**config.mk**
```make
export PLATFORM = sky130hd
export DESIGN_NAME = text_console_cursor_scroll_top
export DESIGN_NICKNAME = d
export VERILOG_FILES = /design/src/tccs_pkg.sv /design/src/tccs_cursor.sv /design/src/tccs_cmd_queue.sv /design/src/text_console_cursor_scroll_top.sv
export SDC_FILE = /design/constraint.sdc
export NUM_CORES = 1
export LEC_CHECK = 0
export ABC_AREA = 1
export BUFFER_PORTS_ARGS = -buffer_cell sky130_fd_sc_hd__buf_2
export CORE_MARGIN = 5
export CORE_UTILIZATION = 50
export CTS_CLUSTER_SIZE = 24
export DETAILED_ROUTE_END_ITERATION = 16
export PLACE_DENSITY = 0.68
export SETUP_SLACK_MARGIN = 0.05
export SKIP_LAST_GASP = 1
export SLEW_MARGIN = 15
export SYNTH_ARGS = -nofsm -noshare
export SYNTH_HDL_FRONTEND = slang
export SYNTH_HIERARCHICAL = 1
export SYNTH_SLANG_ARGS = --single-unit
```
**constraint.sdc**
```tcl
create_clock -name clk_i -period 9.01 [get_ports clk_i]
set_input_delay 1.802 -clock clk_i [delete_from_list [all_inputs] [get_ports clk_i]]
set_output_delay 1.802 -clock clk_i [all_outputs]
set_load 0.01 [all_outputs]
```
**src/tccs_pkg.sv**
```systemverilog
// Shared types and constants for the text console cursor and scroll controller.
package tccs_pkg;

  localparam int unsigned CMD_MAX = 5;
  localparam int unsigned CNT_W   = $clog2(CMD_MAX + 1);
  localparam int unsigned ROW_W   = 7;
  localparam int unsigned COL_W   = 8;
  localparam int unsigned GLY_W   = 8;
  localparam int unsigned OFF_W   = 19;
  localparam int unsigned ROWS_W  = 6;
  localparam int unsigned STEP_W  = 16;
  localparam int unsigned CHAR_W  = 8;
  localparam int unsigned TDATA_W = 48;
  localparam int unsigned ADDR_W  = 4;
  localparam int unsigned APB_W   = 32;

  localparam logic [CHAR_W-1:0] CHAR_BS = 8'd8;
  localparam logic [CHAR_W-1:0] CHAR_LF = 8'd10;
  localparam logic [CHAR_W-1:0] CHAR_CR = 8'd13;

  localparam logic [CHAR_W-1:0] FIRST_PRINTABLE = 8'd32;
  localparam logic [CHAR_W-1:0] LAST_PRINTABLE  = 8'd126;

  // register index, taken from paddr[3:2]
  localparam logic [1:0] REG_COLUMNS = 2'd0;
  localparam logic [1:0] REG_ROWS    = 2'd1;
  localparam logic [1:0] REG_STEP    = 2'd2;

  localparam logic [COL_W-1:0]  COLUMNS_RST = 8'd80;
  localparam logic [ROWS_W-1:0] ROWS_RST    = 6'd30;
  localparam logic [STEP_W-1:0] STEP_RST    = 16'd10240;

  typedef enum logic [1:0] {
    OP_DRAW      = 2'd0,
    OP_CLEAR_ROW = 2'd1,
    OP_CLEAR_ALL = 2'd2,
    OP_SET_START = 2'd3
  } op_e;

  typedef struct packed {
    logic [OFF_W-1:0] display_offset;
    logic [GLY_W-1:0] glyph_index;
    logic [COL_W-1:0] text_column;
    logic [ROW_W-1:0] text_row;
    op_e              operation;
  } cmd_t;

  typedef cmd_t cmd_list_t [CMD_MAX];

  typedef struct packed {
    logic [COL_W-1:0]  columns;
    logic [ROWS_W-1:0] rows;
    logic [STEP_W-1:0] step;
  } cfg_t;

endpackage

```
**src/tccs_cursor.sv**
```systemverilog
// Cursor and display start state with the per-character command builder.
module tccs_cursor (
  input  logic                          clk_i,
  input  logic                          rst_ni,
  input  tccs_pkg::cfg_t                cfg_i,
  input  logic                          load_i,
  input  logic [tccs_pkg::CHAR_W-1:0]   char_i,
  output tccs_pkg::cmd_list_t           cmds_o,
  output logic [tccs_pkg::CNT_W-1:0]    count_o
);

  logic [tccs_pkg::ROW_W-1:0] row_q, row_d;
  logic [tccs_pkg::COL_W-1:0] col_q, col_d;
  logic [tccs_pkg::OFF_W-1:0] off_q, off_d;

  logic [tccs_pkg::ROW_W-1:0] r1;
  logic [tccs_pkg::ROW_W-1:0] rows_ext;
  logic [tccs_pkg::ROW_W-1:0] rows_dbl;
  logic [tccs_pkg::COL_W:0]   col_inc;
  logic [tccs_pkg::CNT_W-1:0] n;
  logic                       do_scroll;

  assign rows_ext = {1'b0, cfg_i.rows};
  assign rows_dbl = {cfg_i.rows, 1'b0};
  assign col_inc  = {1'b0, col_q} + 9'd1;

  always_comb begin
    row_d     = row_q;
    col_d     = col_q;
    off_d     = off_q;
    n         = '0;
    do_scroll = 1'b0;
    r1        = '0;
    for (int i = 0; i < tccs_pkg::CMD_MAX; i++) begin
      cmds_o[i] = '0;
    end

    case (char_i)
      tccs_pkg::CHAR_CR: begin
        col_d = '0;
      end
      tccs_pkg::CHAR_LF: begin
        col_d     = '0;
        do_scroll = 1'b1;
      end
      tccs_pkg::CHAR_BS: begin
        if (col_q == '0) begin
          if (row_q != '0) begin
            row_d = row_q - 7'd1;
          end
          col_d = cfg_i.columns - 8'd1;
        end else begin
          col_d = col_q - 8'd1;
        end
        // erase at the new cursor
        cmds_o[0].operation   = tccs_pkg::OP_DRAW;
        cmds_o[0].text_row    = row_d;
        cmds_o[0].text_column = col_d;
        n = 3'd1;
      end
      default: begin
        if (char_i inside {[tccs_pkg::FIRST_PRINTABLE:tccs_pkg::LAST_PRINTABLE]}) begin
          cmds_o[0].operation   = tccs_pkg::OP_DRAW;
          cmds_o[0].text_row    = row_q;
          cmds_o[0].text_column = col_q;
          cmds_o[0].glyph_index = char_i - tccs_pkg::FIRST_PRINTABLE;
          n = 3'd1;
          if (col_inc >= {1'b0, cfg_i.columns}) begin
            col_d     = '0;
            do_scroll = 1'b1;
          end else begin
            col_d = col_inc[tccs_pkg::COL_W-1:0];
          end
        end
      end
    endcase

    if (do_scroll) begin
      r1    = row_d + 7'd1;
      row_d = r1;
      cmds_o[n].operation = tccs_pkg::OP_CLEAR_ROW;
      cmds_o[n].text_row  = r1;
      n = n + 3'd1;
      if (r1 >= rows_ext) begin
        // clear the row one screen above as well
        cmds_o[n].operation = tccs_pkg::OP_CLEAR_ROW;
        cmds_o[n].text_row  = r1 - rows_ext;
        n = n + 3'd1;
        if (r1 >= rows_dbl) begin
          row_d = '0;
          off_d = '0;
          cmds_o[n].operation = tccs_pkg::OP_CLEAR_ALL;
          n = n + 3'd1;
        end else begin
          off_d = off_q + {3'b000, cfg_i.step};
        end
        cmds_o[n].operation      = tccs_pkg::OP_SET_START;
        cmds_o[n].display_offset = off_d;
        n = n + 3'd1;
      end
    end
  end

  assign count_o = n;

  always_ff @(posedge clk_i or negedge rst_ni) begin
    if (!rst_ni) begin
      row_q <= '0;
      col_q <= '0;
      off_q <= '0;
    end else if (load_i) begin
      row_q <= row_d;
      col_q <= col_d;
      off_q <= off_d;
    end
  end

endmodule

```
**src/tccs_cmd_queue.sv**
```systemverilog
// Command queue for one character's commands, drained into the output register.
module tccs_cmd_queue (
  input  logic                        clk_i,
  input  logic                        rst_ni,
  input  logic                        load_i,
  input  tccs_pkg::cmd_list_t         cmds_i,
  input  logic [tccs_pkg::CNT_W-1:0]  count_i,
  output logic                        free_o,
  output logic [tccs_pkg::CNT_W-1:0]  level_o,
  output logic                        valid_o,
  input  logic                        ready_i,
  output tccs_pkg::cmd_t              cmd_o,
  output logic                        last_o
);

  tccs_pkg::cmd_t             q_q [tccs_pkg::CMD_MAX];
  logic [tccs_pkg::CNT_W-1:0] cnt_q;
  logic                       valid_q;
  logic                       last_q;
  tccs_pkg::cmd_t             cmd_q;
  logic                       pop;

  assign pop    = (cnt_q != '0) && (!valid_q || ready_i);
  assign free_o = (cnt_q == '0) || ((cnt_q == 3'd1) && pop);

  always_ff @(posedge clk_i or negedge rst_ni) begin
    if (!rst_ni) begin
      cnt_q   <= '0;
      valid_q <= 1'b0;
    end else begin
      if (load_i) begin
        cnt_q <= count_i;
      end else if (pop) begin
        cnt_q <= cnt_q - 3'd1;
      end
      if (pop) begin
        valid_q <= 1'b1;
      end else if (ready_i) begin
        valid_q <= 1'b0;
      end
    end
  end

  // payload: load a fresh list, or shift one word toward the head
  always_ff @(posedge clk_i) begin
    if (pop) begin
      cmd_q  <= q_q[0];
      last_q <= (cnt_q == 3'd1);
    end
    if (load_i) begin
      for (int i = 0; i < tccs_pkg::CMD_MAX; i++) begin
        q_q[i] <= cmds_i[i];
      end
    end else if (pop) begin
      for (int i = 0; i < tccs_pkg::CMD_MAX - 1; i++) begin
        q_q[i] <= q_q[i+1];
      end
    end
  end

  assign level_o = cnt_q;
  assign valid_o = valid_q;
  assign cmd_o   = cmd_q;
  assign last_o  = last_q;

endmodule

```
**src/text_console_cursor_scroll_top.sv**
```systemverilog
// Top level of the text console cursor and scroll controller.
// Each character word is registered, decoded combinationally against the cursor state into
// zero to five drawing commands, and the commands leave one per cycle through an output
// register while m_axis_tready_i is high; tlast marks the final command of a character.
// The next character loads into the command queue in the cycle its predecessor's last
// command moves to the output register. A character passes through the input register
// and the command queue before its first command reaches the output register.
// Configuration registers: 0x0 columns per screen, 0x4 rows per screen, 0x8 display
// start step per text row; write them only while the block is idle.
module text_console_cursor_scroll_top (
  input  logic                           clk_i,
  input  logic                           rst_ni,
  input  logic                           s_axis_tvalid_i,
  output logic                           s_axis_tready_o,
  input  logic [tccs_pkg::CHAR_W-1:0]    s_axis_tdata_i,   // [7:0] character
  output logic                           m_axis_tvalid_o,
  input  logic                           m_axis_tready_i,
  // [1:0] operation, [8:2] text_row, [16:9] text_column, [24:17] glyph_index,
  // [43:25] display_offset, [47:44] zero
  output logic [tccs_pkg::TDATA_W-1:0]   m_axis_tdata_o,
  output logic                           m_axis_tlast_o,   // last_of_run
  input  logic                           psel,
  input  logic                           penable,
  input  logic                           pwrite,
  input  logic [tccs_pkg::ADDR_W-1:0]    paddr,
  input  logic [tccs_pkg::APB_W-1:0]     pwdata,
  output logic [tccs_pkg::APB_W-1:0]     prdata,
  output logic                           pready
);

  tccs_pkg::cfg_t               cfg_q;
  logic                         in_valid_q;
  logic [tccs_pkg::CHAR_W-1:0]  char_q;
  logic                         load;
  logic                         q_free;
  logic [tccs_pkg::CNT_W-1:0]   q_level;
  tccs_pkg::cmd_list_t          cmds;
  logic [tccs_pkg::CNT_W-1:0]   cmd_count;
  tccs_pkg::cmd_t               out_cmd;
  logic                         wr_en;

  assign pready = 1'b1;
  assign wr_en  = psel && penable && pwrite && pready;

  always_ff @(posedge clk_i or negedge rst_ni) begin
    if (!rst_ni) begin
      cfg_q.columns <= tccs_pkg::COLUMNS_RST;
      cfg_q.rows    <= tccs_pkg::ROWS_RST;
      cfg_q.step    <= tccs_pkg::STEP_RST;
    end else if (wr_en) begin
      case (paddr[3:2])
        tccs_pkg::REG_COLUMNS: cfg_q.columns <= pwdata[tccs_pkg::COL_W-1:0];
        tccs_pkg::REG_ROWS:    cfg_q.rows    <= pwdata[tccs_pkg::ROWS_W-1:0];
        tccs_pkg::REG_STEP:    cfg_q.step    <= pwdata[tccs_pkg::STEP_W-1:0];
        default: ;
      endcase
    end
  end

  always_comb begin
    case (paddr[3:2])
      tccs_pkg::REG_COLUMNS: prdata = {24'd0, cfg_q.columns};
      tccs_pkg::REG_ROWS:    prdata = {26'd0, cfg_q.rows};
      tccs_pkg::REG_STEP:    prdata = {16'd0, cfg_q.step};
      default:               prdata = '0;
    endcase
  end

  // input register: hold the character until the queue takes its commands
  assign load            = in_valid_q && q_free;
  assign s_axis_tready_o = !in_valid_q || load;

  always_ff @(posedge clk_i or negedge rst_ni) begin
    if (!rst_ni) begin
      in_valid_q <= 1'b0;
    end else if (s_axis_tvalid_i && s_axis_tready_o) begin
      in_valid_q <= 1'b1;
    end else if (load) begin
      in_valid_q <= 1'b0;
    end
  end

  always_ff @(posedge clk_i) begin
    if (s_axis_tvalid_i && s_axis_tready_o) begin
      char_q <= s_axis_tdata_i;
    end
  end

  tccs_cursor u_cursor (
    .clk_i   (clk_i),
    .rst_ni  (rst_ni),
    .cfg_i   (cfg_q),
    .load_i  (load),
    .char_i  (char_q),
    .cmds_o  (cmds),
    .count_o (cmd_count)
  );

  tccs_cmd_queue u_queue (
    .clk_i   (clk_i),
    .rst_ni  (rst_ni),
    .load_i  (load),
    .cmds_i  (cmds),
    .count_i (cmd_count),
    .free_o  (q_free),
    .level_o (q_level),
    .valid_o (m_axis_tvalid_o),
    .ready_i (m_axis_tready_i),
    .cmd_o   (out_cmd),
    .last_o  (m_axis_tlast_o)
  );

  assign m_axis_tdata_o = {4'd0, out_cmd};

  a_level_bound: assert property (@(posedge clk_i) disable iff (!rst_ni)
    q_level <= 3'd5)
    else $error("command queue level out of range");

  a_load_when_drained: assert property (@(posedge clk_i) disable iff (!rst_ni)
    load |-> (q_level <= 3'd1))
    else $error("character loaded over pending commands");

  a_stall_holds_char: assert property (@(posedge clk_i) disable iff (!rst_ni)
    !s_axis_tready_o |-> in_valid_q)
    else $error("input stalled with empty input register");

endmodule
```
==> metrics.txt, run 1 <==
# TYPE chip_impl_metric gauge
chip_impl_info{name="outcome",value="completed"} 1
chip_impl_metric{name="grt_usage",unit="%"} 19.38
chip_impl_info{name="r2r-start",value="char_q[5]$_DFFE_PP_"} 1
chip_impl_metric{name="die_area",unit="um^2"} 40430
chip_impl_metric{name="lkg_pwr",unit="nW"} 9.114
chip_impl_metric{name="routed_wl",unit="um"} 39500
chip_impl_metric{name="post_syn_area",unit="um^2"} 18250
chip_impl_metric{name="post_drt_wl_per_cell",unit="um"} 15.21
chip_impl_metric{name="power.net_switching",unit="mW"} 3.274
chip_impl_metric{name="skew",unit="ns"} 0.02011
chip_impl_info{name="global_routing_s_busiest_layer",value="met2"} 1
chip_impl_info{name="crit_path_end_kind",value="flip-flop"} 1
chip_impl_metric{name="crit_required",unit="ns"} 9.42
chip_impl_metric{name="wire_length_of_the_first_global_routing_pass",unit="um"} 64590
chip_impl_metric{name="final_min_period_over_clock_period",unit="%"} 71.54
chip_impl_metric{name="power.combinational.fraction",unit="%"} 40.8
chip_impl_metric{name="clk-insertion-delay-late",unit="ns"} 0.55
chip_impl_info{name="synth.largest_area_cell",value="sky130_fd_sc_hd__edfxtp_1"} 1
chip_impl_info{name="timing.hold.worst.start",value="u_queue/q_q[0][32]$_DFFE_PP_"} 1
chip_impl_metric{name="finalNetCount",unit=""} 2206
chip_impl_metric{name="cts.htree.levels",unit=""} 2
chip_impl_info{name="synthTopCellsByArea",value="sky130_fd_sc_hd__edfxtp_1 45%, sky130_fd_sc_hd__nand2_1 17%, sky130_fd_sc_hd__dfrtp_1 8.4%"} 1
chip_impl_metric{name="drive_above_1_share",unit="%"} 12.59
chip_impl_metric{name="clk_path_buf_depth",unit=""} 3
chip_impl_info{name="crit_path_end",value="u_queue/q_q[0][43]$_DFFE_PP_"} 1
chip_impl_metric{name="synth_area_per_cell",unit="um^2"} 8.970
chip_impl_metric{name="initial_core_util",unit="%"} 50.22
chip_impl_metric{name="core-area",unit="um^2"} 36350
chip_impl_info{name="critical_path.startpoint",value="char_q[5]$_DFFE_PP_"} 1
chip_impl_metric{name="proportion_of_netlist_area_held_by_the_largest_area_contributor",unit="%"} 44.91
chip_impl_metric{name="timing.max_slew.rel_slack",unit="%"} 22.95
chip_impl_metric{name="area_growth",unit="%"} 8.397
chip_impl_metric{name="antenna-diode-count",unit=""} 0
chip_impl_metric{name="cell_internal_pwr",unit="mW"} 4.686
chip_impl_metric{name="pwr-share-clk",unit="%"} 20.1
chip_impl_metric{name="slew_violations",unit=""} 0
chip_impl_info{name="criticalPathCategory",value="flip-flop to flip-flop"} 1
chip_impl_metric{name="detail_route.drc_violations",unit=""} 0
chip_impl_metric{name="grt_overflow",unit=""} 0
chip_impl_metric{name="cts-resized-gates",unit=""} 0
chip_impl_metric{name="die_height",unit="um"} 201.1
chip_impl_metric{name="dp_hpwl",unit="um"} 25530
chip_impl_info{name="grt_setup_unrepaired",value="false"} 1
chip_impl_metric{name="drv_cap",unit=""} 0
chip_impl_metric{name="initialDrtViolationCount",unit=""} 1058
chip_impl_metric{name="critical_path_peak_fanout",unit=""} 20
chip_impl_metric{name="power_density",unit="nW/um^2"} 402.3
chip_impl_metric{name="grt_met1_use",unit="%"} 25.62
chip_impl_metric{name="hold-worst-slack",unit="ns"} 0.4160
chip_impl_info{name="r2r_end",value="u_queue/q_q[0][43]$_DFFE_PP_"} 1
chip_impl_info{name="library_cell_with_the_highest_instance_count_after_synthesis",value="sky130_fd_sc_hd__nand2_1"} 1
chip_impl_metric{name="achievable-frequency",unit="GHz"} 0.1552
chip_impl_metric{name="cell_count_after_synthesis",unit=""} 2035
chip_impl_metric{name="drt_pass1_iterations",unit=""} 7
chip_impl_metric{name="count_of_flip_flops_with_a_built_in_enable_after_synthesis",unit=""} 273
chip_impl_metric{name="reg2reg_depth",unit=""} 26
chip_impl_info{name="postSynth.topFlopCell",value="sky130_fd_sc_hd__edfxtp_1"} 1
chip_impl_metric{name="number_of_input_and_output_port_buffers_inserted",unit=""} 95
chip_impl_metric{name="setup-violations-final",unit=""} 0
chip_impl_info{name="synth.top_cells.by_count",value="808 x sky130_fd_sc_hd__nand2_1, 273 x sky130_fd_sc_hd__edfxtp_1, 192 x sky130_fd_sc_hd__nor2_1"} 1
chip_impl_metric{name="ys_warn_count",unit=""} 6
chip_impl_metric{name="cp.arrival",unit="ns"} 6.85
chip_impl_metric{name="grt.met2_usage",unit="%"} 32.41
chip_impl_metric{name="ys_seq_elements",unit=""} 342
chip_impl_info{name="cts-root-buf",value="sky130_fd_sc_hd__clkbuf_16"} 1
chip_impl_metric{name="rrSetupSlack",unit="ns"} 2.56
chip_impl_metric{name="worst_setup_hold_path_clk_slew",unit="ns"} 0.06
chip_impl_metric{name="clock-sinks",unit=""} 342
chip_impl_metric{name="floorplan.die.width",unit="um"} 201.1
chip_impl_metric{name="seqPwrFrac",unit="%"} 39.1
chip_impl_metric{name="tightestPinTransition",unit="ns"} 1.153
chip_impl_metric{name="grt_start_max_net_pins",unit=""} 165
chip_impl_metric{name="cts-buffers-inserted",unit=""} 38
chip_impl_metric{name="ys_async_sr_fraction",unit="%"} 20.18
chip_impl_metric{name="final-hold-violation-count",unit=""} 0
chip_impl_metric{name="floorplan.io_pins",unit=""} 135
chip_impl_metric{name="cts_hold_repair.buffers",unit=""} 0
chip_impl_metric{name="detail_route.vias_per_cell",unit=""} 5.005
chip_impl_metric{name="netSwitchingFraction",unit="%"} 41.13
chip_impl_info{name="type_of_origin_of_the_critical_path",value="flip-flop"} 1
chip_impl_metric{name="core.rowCount",unit=""} 70
chip_impl_metric{name="initial_antenna_violation_count",unit=""} 0
chip_impl_metric{name="cts_setup_buffers",unit=""} 0
chip_impl_metric{name="final_antenna_net_count",unit=""} 0
chip_impl_metric{name="setup-tns-final",unit="ns"} 0
chip_impl_metric{name="gp_routability_congestion",unit=""} 0.8680
chip_impl_info{name="cts_tree",value="done"} 1
chip_impl_metric{name="globalRouteMet3Util",unit="%"} 2.827
chip_impl_metric{name="min_period",unit="ns"} 6.445
chip_impl_metric{name="finish.utilization",unit="%"} 54.44
chip_impl_info{name="hp-class",value="flip-flop to flip-flop"} 1
chip_impl_metric{name="seq_area_frac_synth",unit="%"} 54.42
chip_impl_metric{name="ir_worst_vdd",unit="uV"} 334.9
chip_impl_metric{name="synthDistinctLibCells",unit=""} 56
chip_impl_metric{name="grt_pass1_vias",unit=""} 12680
chip_impl_metric{name="vias",unit=""} 12990
[flip-flops by register name, summed over array words and instances (netlist names), 3 cells and up]
signal           count
u_queue/q_q        220
cfg_q               30
char_q               8
u_cursor/row_q       7
u_queue/cmd_o       44
u_cursor/off_q      19
u_queue/level_o      3
u_cursor/col_q       8
[through the flow]
step / instance area, um^2 / setup WS [ns] / total power [mW] / cells
final: 19790 / 2.565 / 7.960 / 2596
after global routing: 19790 / 2.115 / 8.582 / 2596
after CTS: 19780 / 2.632 / 8.038 / 2596
after detailed placement: 18500 / 2.624 / 6.400 / 2528
after global placement: 18500 / 2.746 / 6.297 / 2528
after floorplan: 18610 / 0.9929 / 5.688 / 2131
[how the worst min path moves through the flow]
stage                                  endpoint  slack (ns)  cells after the start
floorplan            u_queue/cmd_o[0]$_DFFE_PP_        0.40                      0
global placement     u_queue/cmd_o[0]$_DFFE_PP_        0.40                      0
detailed placement  u_queue/cmd_o[12]$_DFFE_PP_        0.41                      0
CTS                 u_queue/cmd_o[43]$_DFFE_PP_        0.42                      0
global route         u_queue/cmd_o[0]$_DFFE_PP_        0.43                      0
finish              u_queue/cmd_o[32]$_DFFE_PP_        0.42                      0
[cell usage in the layout, fill, tap and decap left out, types with 19 or more instances in the layout]
cell	n
sky130_fd_sc_hd__a21oi_1	52
sky130_fd_sc_hd__nand2_1	807
sky130_fd_sc_hd__clkbuf_16	38
sky130_fd_sc_hd__ha_1	53
sky130_fd_sc_hd__nand3_1	58
sky130_fd_sc_hd__conb_1	99
sky130_fd_sc_hd__o21ai_0	55
sky130_fd_sc_hd__inv_2	19
sky130_fd_sc_hd__dfrtp_1	61
sky130_fd_sc_hd__buf_2	95
sky130_fd_sc_hd__inv_1	107
sky130_fd_sc_hd__nand2_2	20
sky130_fd_sc_hd__edfxtp_1	273
sky130_fd_sc_hd__nor2_1	192
[layout make-up]
type,instances,area [um^2]
Clock buffer,46,991.0
Clock inverter,22,296.5
Fill cell,3272,16560
Inverter,128,488.0
Multi-Input combinational cell,1488,6938
Sequential cell,342,9935
Tap cell,468,585.6
Timing Repair Buffer,102,553.0
[power groups by stage]
stage	clock, mW	sequential [mW]	combinational [mW]
after CTS	1.64	3.12	3.28
after global placement	0	3.13	3.17
after detailed placement	0	3.14	3.26
after floorplan	0	3.22	2.47
after global routing	1.71	3.19	3.68
final	1.60	3.11	3.25
[cell families (layout without fill, tap and decap cells)]
group	Yosys count	count (layout)	share of synthesized area [%]
and+or+nand+nor	1160	1160	26.35
DFF	342	342	54.42
buffers and inverters	301	298	9.630
AOI/OAI and AO/OA	157	157	4.867
adders and majority gates	55	55	3.852
xor gates and xnor gates	17	17	0.8157
other	3	99	0.06169
[critical path, cell delays in order, from the launching register on]
cell and delay [ns]:
sky130_fd_sc_hd__edfxtp_1 0.48, sky130_fd_sc_hd__inv_2 0.12, sky130_fd_sc_hd__nand2_2 0.07, sky130_fd_sc_hd__nor2_4 0.15, sky130_fd_sc_hd__nand2_1 0.30, sky130_fd_sc_hd__inv_1 0.43, sky130_fd_sc_hd__nand3_1 0.15, sky130_fd_sc_hd__o21ai_2 0.22
sky130_fd_sc_hd__ha_1 0.25, sky130_fd_sc_hd__nand3_1 0.12, sky130_fd_sc_hd__nor2_4 0.16, sky130_fd_sc_hd__nand3_1 0.13, sky130_fd_sc_hd__nand2_1 0.10, sky130_fd_sc_hd__nand2_1 0.07, sky130_fd_sc_hd__inv_1 0.16, sky130_fd_sc_hd__ha_1 0.28
sky130_fd_sc_hd__a21oi_1 0.14, sky130_fd_sc_hd__o21ai_0 0.09, sky130_fd_sc_hd__a21oi_1 0.16, sky130_fd_sc_hd__nand2_1 0.43, sky130_fd_sc_hd__inv_2 0.42, sky130_fd_sc_hd__ha_1 0.34, sky130_fd_sc_hd__nor2_1 0.16, sky130_fd_sc_hd__nand3_1 0.82
sky130_fd_sc_hd__nor2_1 0.36, sky130_fd_sc_hd__nand2_1 0.08, sky130_fd_sc_hd__nand2_1 0.12
[routing by layer]
layer  wire, um  up-vias
met5          0        -
met4       1420        0
li1           -     6522
met1      17180     6040
met3       2135       71
met2      18770      361
Note: power is estimated with default switching activity, not from simulation.
==> run 2: changes to the inputs <==
clock period = 6.7 ns   (was 9.01 ns; I/O delays follow)
==> metrics.txt, run 2 (synthesis results as in run 1) <==
# TYPE chip_impl_metric gauge
chip_impl_metric{name="dp_hpwl",unit="um"} 25830
chip_impl_metric{name="vias",unit=""} 12910
chip_impl_metric{name="pwr-share-clk",unit="%"} 19.8
chip_impl_metric{name="ir_worst_vdd",unit="uV"} 374.1
chip_impl_metric{name="floorplan.die.width",unit="um"} 201.1
chip_impl_metric{name="detail_route.vias_per_cell",unit=""} 4.956
chip_impl_metric{name="critical_path_peak_fanout",unit=""} 16
chip_impl_metric{name="cp.arrival",unit="ns"} 5.92
chip_impl_metric{name="finalNetCount",unit=""} 2213
chip_impl_metric{name="die_area",unit="um^2"} 40430
chip_impl_info{name="crit_path_end",value="u_queue/q_q[1][42]$_DFFE_PP_"} 1
chip_impl_metric{name="grt_start_max_net_pins",unit=""} 124
chip_impl_metric{name="initial_antenna_violation_count",unit=""} 0
chip_impl_metric{name="grt_pass1_vias",unit=""} 12630
chip_impl_metric{name="cts_hold_repair.buffers",unit=""} 0
chip_impl_metric{name="clock-sinks",unit=""} 342
chip_impl_metric{name="number_of_input_and_output_port_buffers_inserted",unit=""} 95
chip_impl_metric{name="die_height",unit="um"} 201.1
chip_impl_metric{name="skew",unit="ns"} 0.01338
chip_impl_metric{name="rrSetupSlack",unit="ns"} 1.06
chip_impl_metric{name="finish.utilization",unit="%"} 54.68
chip_impl_metric{name="num-fill-cells",unit=""} 3247
chip_impl_metric{name="critical_path_cell_count",unit=""} 28
chip_impl_metric{name="drv_cap",unit=""} 0
chip_impl_info{name="criticalPathCategory",value="flip-flop to flip-flop"} 1
chip_impl_info{name="hp-class",value="flip-flop to flip-flop"} 1
chip_impl_metric{name="drt_pass1_iterations",unit=""} 5
chip_impl_info{name="type_of_origin_of_the_critical_path",value="flip-flop"} 1
chip_impl_metric{name="core-area",unit="um^2"} 36350
chip_impl_metric{name="tightestPinTransition",unit="ns"} 0.9450
chip_impl_metric{name="gp_routability_congestion",unit=""} 0.8827
chip_impl_metric{name="post_drt_wl_per_cell",unit="um"} 15.09
chip_impl_metric{name="floorplan.io_pins",unit=""} 135
chip_impl_metric{name="worst_path_largest_cell_delay",unit="ns"} 0.48
chip_impl_info{name="critical_path.startpoint",value="char_q[5]$_DFFE_PP_"} 1
chip_impl_metric{name="dpl_cell_area",unit="um^2"} 18550
chip_impl_metric{name="wire_length_of_the_first_global_routing_pass",unit="um"} 64430
chip_impl_metric{name="cts-buffers-inserted",unit=""} 39
chip_impl_metric{name="final_antenna_net_count",unit=""} 0
chip_impl_metric{name="cell_internal_pwr",unit="mW"} 6.337
chip_impl_info{name="outcome",value="completed"} 1
chip_impl_info{name="max_flop_register",value="u_queue/q_q"} 1
chip_impl_metric{name="crit_required",unit="ns"} 6.99
chip_impl_metric{name="lkg_pwr",unit="nW"} 9.153
chip_impl_metric{name="core.rowCount",unit=""} 70
chip_impl_metric{name="cts-resized-gates",unit=""} 0
chip_impl_metric{name="min_period",unit="ns"} 5.636
chip_impl_metric{name="final_min_period_over_clock_period",unit="%"} 84.13
chip_impl_metric{name="area_growth",unit="%"} 8.890
chip_impl_metric{name="routed_wl",unit="um"} 39310
chip_impl_info{name="crit_path_end_kind",value="flip-flop"} 1
chip_impl_metric{name="power.combinational.fraction",unit="%"} 41.2
chip_impl_metric{name="power.net_switching",unit="mW"} 4.407
chip_impl_info{name="cpMostUsedCell",value="sky130_fd_sc_hd__nand2_1"} 1
chip_impl_metric{name="detail_route.drc_violations",unit=""} 0
chip_impl_metric{name="drive_above_1_share",unit="%"} 12.77
chip_impl_metric{name="antenna-diode-count",unit=""} 0
chip_impl_metric{name="layout.cell_area.non_filler",unit="um^2"} 19880
chip_impl_metric{name="setup-tns-final",unit="ns"} 0
chip_impl_info{name="final_common_cell",value="sky130_fd_sc_hd__nand2_1"} 1
chip_impl_metric{name="grt_overflow",unit=""} 0
chip_impl_info{name="cts-root-buf",value="sky130_fd_sc_hd__clkbuf_16"} 1
chip_impl_metric{name="power_density",unit="nW/um^2"} 540.6
chip_impl_metric{name="grt_usage",unit="%"} 19.31
chip_impl_metric{name="worst_setup_hold_path_clk_slew",unit="ns"} 0.06
chip_impl_metric{name="final-hold-violation-count",unit=""} 0
chip_impl_info{name="r2r_end",value="u_queue/q_q[1][42]$_DFFE_PP_"} 1
chip_impl_metric{name="initialDrtViolationCount",unit=""} 934
chip_impl_info{name="crit_path_top_delay_cell",value="sky130_fd_sc_hd__edfxtp_1"} 1
chip_impl_info{name="worst_path_dominant_cell_family",value="simple AND/OR/NAND/NOR gates"} 1
chip_impl_metric{name="slew_violations",unit=""} 0
chip_impl_metric{name="largest_register_ffs",unit=""} 220
chip_impl_metric{name="cts.htree.levels",unit=""} 2
chip_impl_metric{name="count_of_buffer_and_inverter_cells_on_the_critical_path",unit=""} 6
chip_impl_metric{name="cts_setup_buffers",unit=""} 0
chip_impl_metric{name="netSwitchingFraction",unit="%"} 41.02
chip_impl_info{name="r2r-start",value="char_q[5]$_DFFE_PP_"} 1
chip_impl_metric{name="clk_path_buf_depth",unit=""} 3
chip_impl_info{name="cts_tree",value="done"} 1
chip_impl_info{name="layout_common_cells",value="807 x sky130_fd_sc_hd__nand2_1, 273 x sky130_fd_sc_hd__edfxtp_1, 192 x sky130_fd_sc_hd__nor2_1, 107 x sky130_fd_sc_hd__inv_1, 99 x sky130_fd_sc_hd__conb_1"} 1
chip_impl_metric{name="achievable-frequency",unit="GHz"} 0.1774
chip_impl_info{name="grt_setup_unrepaired",value="false"} 1
chip_impl_metric{name="initial_core_util",unit="%"} 50.22
chip_impl_metric{name="seqPwrFrac",unit="%"} 39.0
chip_impl_metric{name="timing.max_slew.rel_slack",unit="%"} 36.58
chip_impl_metric{name="clk-insertion-delay-late",unit="ns"} 0.54
chip_impl_metric{name="reg2reg_depth",unit=""} 28
chip_impl_metric{name="setup-violations-final",unit=""} 0
## run 2: cell count changes in the layout (fill, tap and decap cells not counted), moves of 2 or more
cell                       delta
sky130_fd_sc_hd__buf_4        +4
sky130_fd_sc_hd__clkinv_1     +5
sky130_fd_sc_hd__inv_16       -2
sky130_fd_sc_hd__buf_12       +2
## run 2: power groups by stage
stage,logic (mW),registers [mW],clock network [mW]
detailed placement,4.41,4.23,0
finish,4.43,4.19,2.13
global placement,4.32,4.21,0
CTS,4.43,4.20,2.19
floorplan,3.32,4.26,0
global route,5.03,4.29,2.28
## run 2: worst min path at each step
stage | startpoint | end | slack [ns] | depth (start not counted)
floorplan | u_queue/q_q[0][0]$_DFFE_PP_ | u_queue/cmd_o[0]$_DFFE_PP_ | 0.40 | 0
global placement | u_queue/q_q[0][11]$_DFFE_PP_ | u_queue/cmd_o[11]$_DFFE_PP_ | 0.40 | 0
detailed placement | u_queue/q_q[0][15]$_DFFE_PP_ | u_queue/cmd_o[15]$_DFFE_PP_ | 0.40 | 0
CTS | u_queue/q_q[0][15]$_DFFE_PP_ | u_queue/cmd_o[15]$_DFFE_PP_ | 0.42 | 0
global route | u_queue/q_q[0][17]$_DFFE_PP_ | u_queue/cmd_o[17]$_DFFE_PP_ | 0.42 | 0
finish | u_queue/q_q[0][21]$_DFFE_PP_ | u_queue/cmd_o[21]$_DFFE_PP_ | 0.42 | 0
## run 2: layout make-up
type | count | area [um^2] | share of cell area (%)
Tap cell | 468 | 585.6 | 2.946
Sequential cell | 342 | 9935 | 49.98
Multi-Input combinational cell | 1488 | 6947 | 34.95
Clock inverter | 24 | 271.5 | 1.366
Inverter | 128 | 489.2 | 2.461
Clock buffer | 47 | 1026 | 5.162
Timing Repair Buffer | 108 | 623.1 | 3.135
## run 2: routing by layer
layer	up-vias	GRT usage, %	share of wire, %
li1	6539	-	-
met5	-	0	0
met1	5981	26.37	45
met3	65	2.876	4.8
met4	0	6.563	3.2
met2	325	31.84	47
## run 2: metrics by stage
step           total power [mW]  cells  worst slack [ns]  hold WS (ns)
2_1_floorplan             7.579   2131            0.8403        0.4003
3_3_place_gp              8.523   2533             1.136        0.4022
3_5_place_dp              8.637   2533             1.131        0.4045
4_1_cts                   10.82   2604             1.099        0.4169
5_1_grt                   11.60   2605            0.5639        0.4229
6_report                  10.74   2605             1.064        0.4166
==> run 3: changes to the inputs <==
PLACE_DENSITY = 0.71   (was 0.68)
clock period = 4.55 ns   (was 6.7 ns; I/O delays follow)
==> metrics.txt, run 3 (synthesis results as in run 1) <==
# TYPE chip_impl_metric gauge
chip_impl_info{name="outcome",value="completed"} 1
chip_impl_metric{name="wire_length_of_the_first_global_routing_pass",unit="um"} 66300
chip_impl_metric{name="routed_wl",unit="um"} 40630
chip_impl_metric{name="initial_core_util",unit="%"} 50.22
chip_impl_metric{name="clock-sinks",unit=""} 342
chip_impl_metric{name="detail_route.drc_violations",unit=""} 0
chip_impl_info{name="cts_tree",value="done"} 1
chip_impl_info{name="cts-root-buf",value="sky130_fd_sc_hd__clkbuf_16"} 1
chip_impl_metric{name="drv_cap",unit=""} 0
chip_impl_metric{name="drt_pass1_iterations",unit=""} 5
chip_impl_info{name="grt_setup_unrepaired",value="true"} 1
chip_impl_metric{name="final-hold-violation-count",unit=""} 0
chip_impl_metric{name="grt_usage",unit="%"} 19.94
chip_impl_metric{name="final_min_period_over_clock_period",unit="%"} 92.64
chip_impl_metric{name="grt_overflow",unit=""} 0
chip_impl_info{name="hp-class",value="input pin to async pin"} 1
chip_impl_metric{name="area_growth",unit="%"} 11.47
chip_impl_metric{name="min_period",unit="ns"} 4.215
chip_impl_metric{name="initialDrtViolationCount",unit=""} 1062
chip_impl_info{name="crit_path_end_kind",value="flip-flop"} 1
chip_impl_metric{name="final_antenna_net_count",unit=""} 0
chip_impl_metric{name="clk_path_buf_depth",unit=""} 3
chip_impl_metric{name="place_worst_setup_slack",unit="ns"} 0.1280
chip_impl_info{name="criticalPathCategory",value="flip-flop to flip-flop"} 1
chip_impl_metric{name="rrSetupSlack",unit="ns"} 0.34
chip_impl_metric{name="floorplan.io_pins",unit=""} 135
chip_impl_metric{name="total_power",unit="mW"} 16.21
chip_impl_info{name="type_of_origin_of_the_critical_path",value="flip-flop"} 1
chip_impl_metric{name="slew_violations",unit=""} 0
chip_impl_metric{name="grt_pass1_vias",unit=""} 12970
chip_impl_metric{name="critical_path_peak_fanout",unit=""} 6
chip_impl_metric{name="finalNetCount",unit=""} 2267
chip_impl_metric{name="drive_above_1_share",unit="%"} 15.56
chip_impl_metric{name="grt_start_max_net_pins",unit=""} 94
chip_impl_info{name="final_common_cell",value="sky130_fd_sc_hd__nand2_1"} 1
chip_impl_metric{name="num-fill-cells",unit=""} 3144
chip_impl_metric{name="detail_route.vias_per_cell",unit=""} 4.984
chip_impl_metric{name="cp.arrival",unit="ns"} 4.52
chip_impl_metric{name="core.rowCount",unit=""} 70
chip_impl_metric{name="worst_path_largest_cell_delay",unit="ns"} 0.42
chip_impl_metric{name="achievable-frequency",unit="GHz"} 0.2373
chip_impl_metric{name="crit_required",unit="ns"} 4.86
chip_impl_metric{name="initial_antenna_violation_count",unit=""} 0
chip_impl_metric{name="power_density",unit="nW/um^2"} 796.6
chip_impl_metric{name="die_area",unit="um^2"} 40430
chip_impl_metric{name="number_of_input_and_output_port_buffers_inserted",unit=""} 95
chip_impl_metric{name="setup-violations-final",unit=""} 0
chip_impl_metric{name="final.setup.worst_slack",unit="ns"} 0.3351
chip_impl_metric{name="cts-buffers-inserted",unit=""} 39
chip_impl_info{name="r2r-start",value="char_q[4]$_DFFE_PP_"} 1
chip_impl_metric{name="floorplan.die.width",unit="um"} 201.1
chip_impl_metric{name="post_drt_wl_per_cell",unit="um"} 15.28
chip_impl_info{name="crit_path_top_delay_cell",value="sky130_fd_sc_hd__edfxtp_1"} 1
chip_impl_metric{name="gp_routability_congestion",unit=""} 0.8900
chip_impl_metric{name="antenna-diode-count",unit=""} 0
chip_impl_metric{name="timing.max_slew.rel_slack",unit="%"} 45.73
chip_impl_metric{name="setup-tns-final",unit="ns"} 0
chip_impl_metric{name="tightestPinTransition",unit="ns"} 0.8121
chip_impl_metric{name="worst_setup_hold_path_clk_slew",unit="ns"} 0.06
chip_impl_metric{name="ir_worst_vdd",unit="uV"} 542.4
chip_impl_info{name="r2r_end",value="u_queue/q_q[0][0]$_DFFE_PP_"} 1
chip_impl_info{name="layout_common_cells",value="806 x sky130_fd_sc_hd__nand2_1, 273 x sky130_fd_sc_hd__edfxtp_1, 187 x sky130_fd_sc_hd__nor2_1, 104 x sky130_fd_sc_hd__inv_1, 99 x sky130_fd_sc_hd__conb_1"} 1
chip_impl_metric{name="vias",unit=""} 13250
chip_impl_metric{name="cts.htree.levels",unit=""} 2
chip_impl_info{name="max_flop_register",value="u_queue/q_q"} 1
chip_impl_info{name="cpMostUsedCell",value="sky130_fd_sc_hd__nand2_1"} 1
chip_impl_metric{name="clk-insertion-delay-late",unit="ns"} 0.55
chip_impl_metric{name="cts_hold_repair.buffers",unit=""} 0
chip_impl_metric{name="dp_hpwl",unit="um"} 27400
chip_impl_metric{name="die_height",unit="um"} 201.1
chip_impl_metric{name="lkg_pwr",unit="nW"} 9.400
chip_impl_metric{name="core-area",unit="um^2"} 36350
chip_impl_metric{name="finish.utilization",unit="%"} 55.98
chip_impl_metric{name="skew",unit="ns"} 0.02553
chip_impl_metric{name="reg2reg_depth",unit=""} 29
chip_impl_metric{name="largest_register_ffs",unit=""} 220
-- run 3: cell type report --
| cell class | instances | area (um^2) | area share (%) |
|---|---|---|---|
| sequential | 342 | 9935 | 48.83 |
| multi-input combinational | 1488 | 6992 | 34.36 |
| timing repair buffer | 162 | 1155 | 5.676 |
| clock buffer | 53 | 1060 | 5.208 |
| tap | 468 | 585.6 | 2.878 |
| inverter | 128 | 488.0 | 2.398 |
| clock inverter | 18 | 132.6 | 0.6518 |
-- run 3: what timing repair did --
action	4_1_cts	5_1_grt
resized for setup	0	24
setup buffers	0	7
setup endpoints to repair	0	141
-- run 3: how the worst max path moves through the flow --
stage / from / end / cells past startpoint
after floorplan: u_cursor/col_q[0]$_DFFE_PN0P_ / u_queue/q_q[0][0]$_DFFE_PP_ / 29
after global placement: u_cursor/col_q[1]$_DFFE_PN0P_ / u_queue/level_o[0]$_DFFE_PN0P_ / 30
after detailed placement: u_cursor/row_q[1]$_DFFE_PN0P_ / u_queue/q_q[0][0]$_DFFE_PP_ / 30
after CTS: u_cursor/col_q[1]$_DFFE_PN0P_ / u_queue/level_o[0]$_DFFE_PN0P_ / 30
after global routing: u_cursor/col_q[1]$_DFFE_PN0P_ / u_queue/level_o[0]$_DFFE_PN0P_ / 30
final: char_q[4]$_DFFE_PP_ / u_queue/q_q[0][0]$_DFFE_PP_ / 29
-- run 3: routing by layer --
metal	GRT usage [%]	part of all wire, %	vias up	wire length, um
li1	-	-	6654	-
met1	26.88	44	6178	17750
met2	32.68	47	355	19200
met3	3.328	5.5	65	2218
met4	7.448	3.6	0	1455
met5	0	0	-	0
-- run 3: report_power, final --
| part | total [mW] | internal [mW] | leakage, nW | switching (mW) |
|---|---|---|---|---|
| Combinational | 7.16 | 2.23 | 5.19 | 4.93 |
| Sequential | 6.13 | 5.60 | 3.63 | 0.528 |
| Clock | 2.92 | 1.70 | 0.573 | 1.23 |
| Total | 16.2 | 9.53 | 9.40 | 6.68 |
-- run 3: worst max-delay path, delay by kind of cell, from the launching register on --
kind	cells	cell delay, ns
AND/OR/NAND/NOR	17	1.92
flip-flops	1	0.42
AO/OA/AOI/OAI	5	0.65
adder cells (fa/ha/maj)	3	0.68
buffers and inverters	4	0.32
-- run 3: per-stage QoR --
stage	hold WS, ns	std cells	cell area, um^2
after global placement	0.4031	2581	19010
after global routing	0.4227	2659	20350
final	0.3767	2659	20350
after detailed placement	0.4052	2581	19010
after floorplan	0.4003	2131	18630
after CTS	0.4185	2652	20210
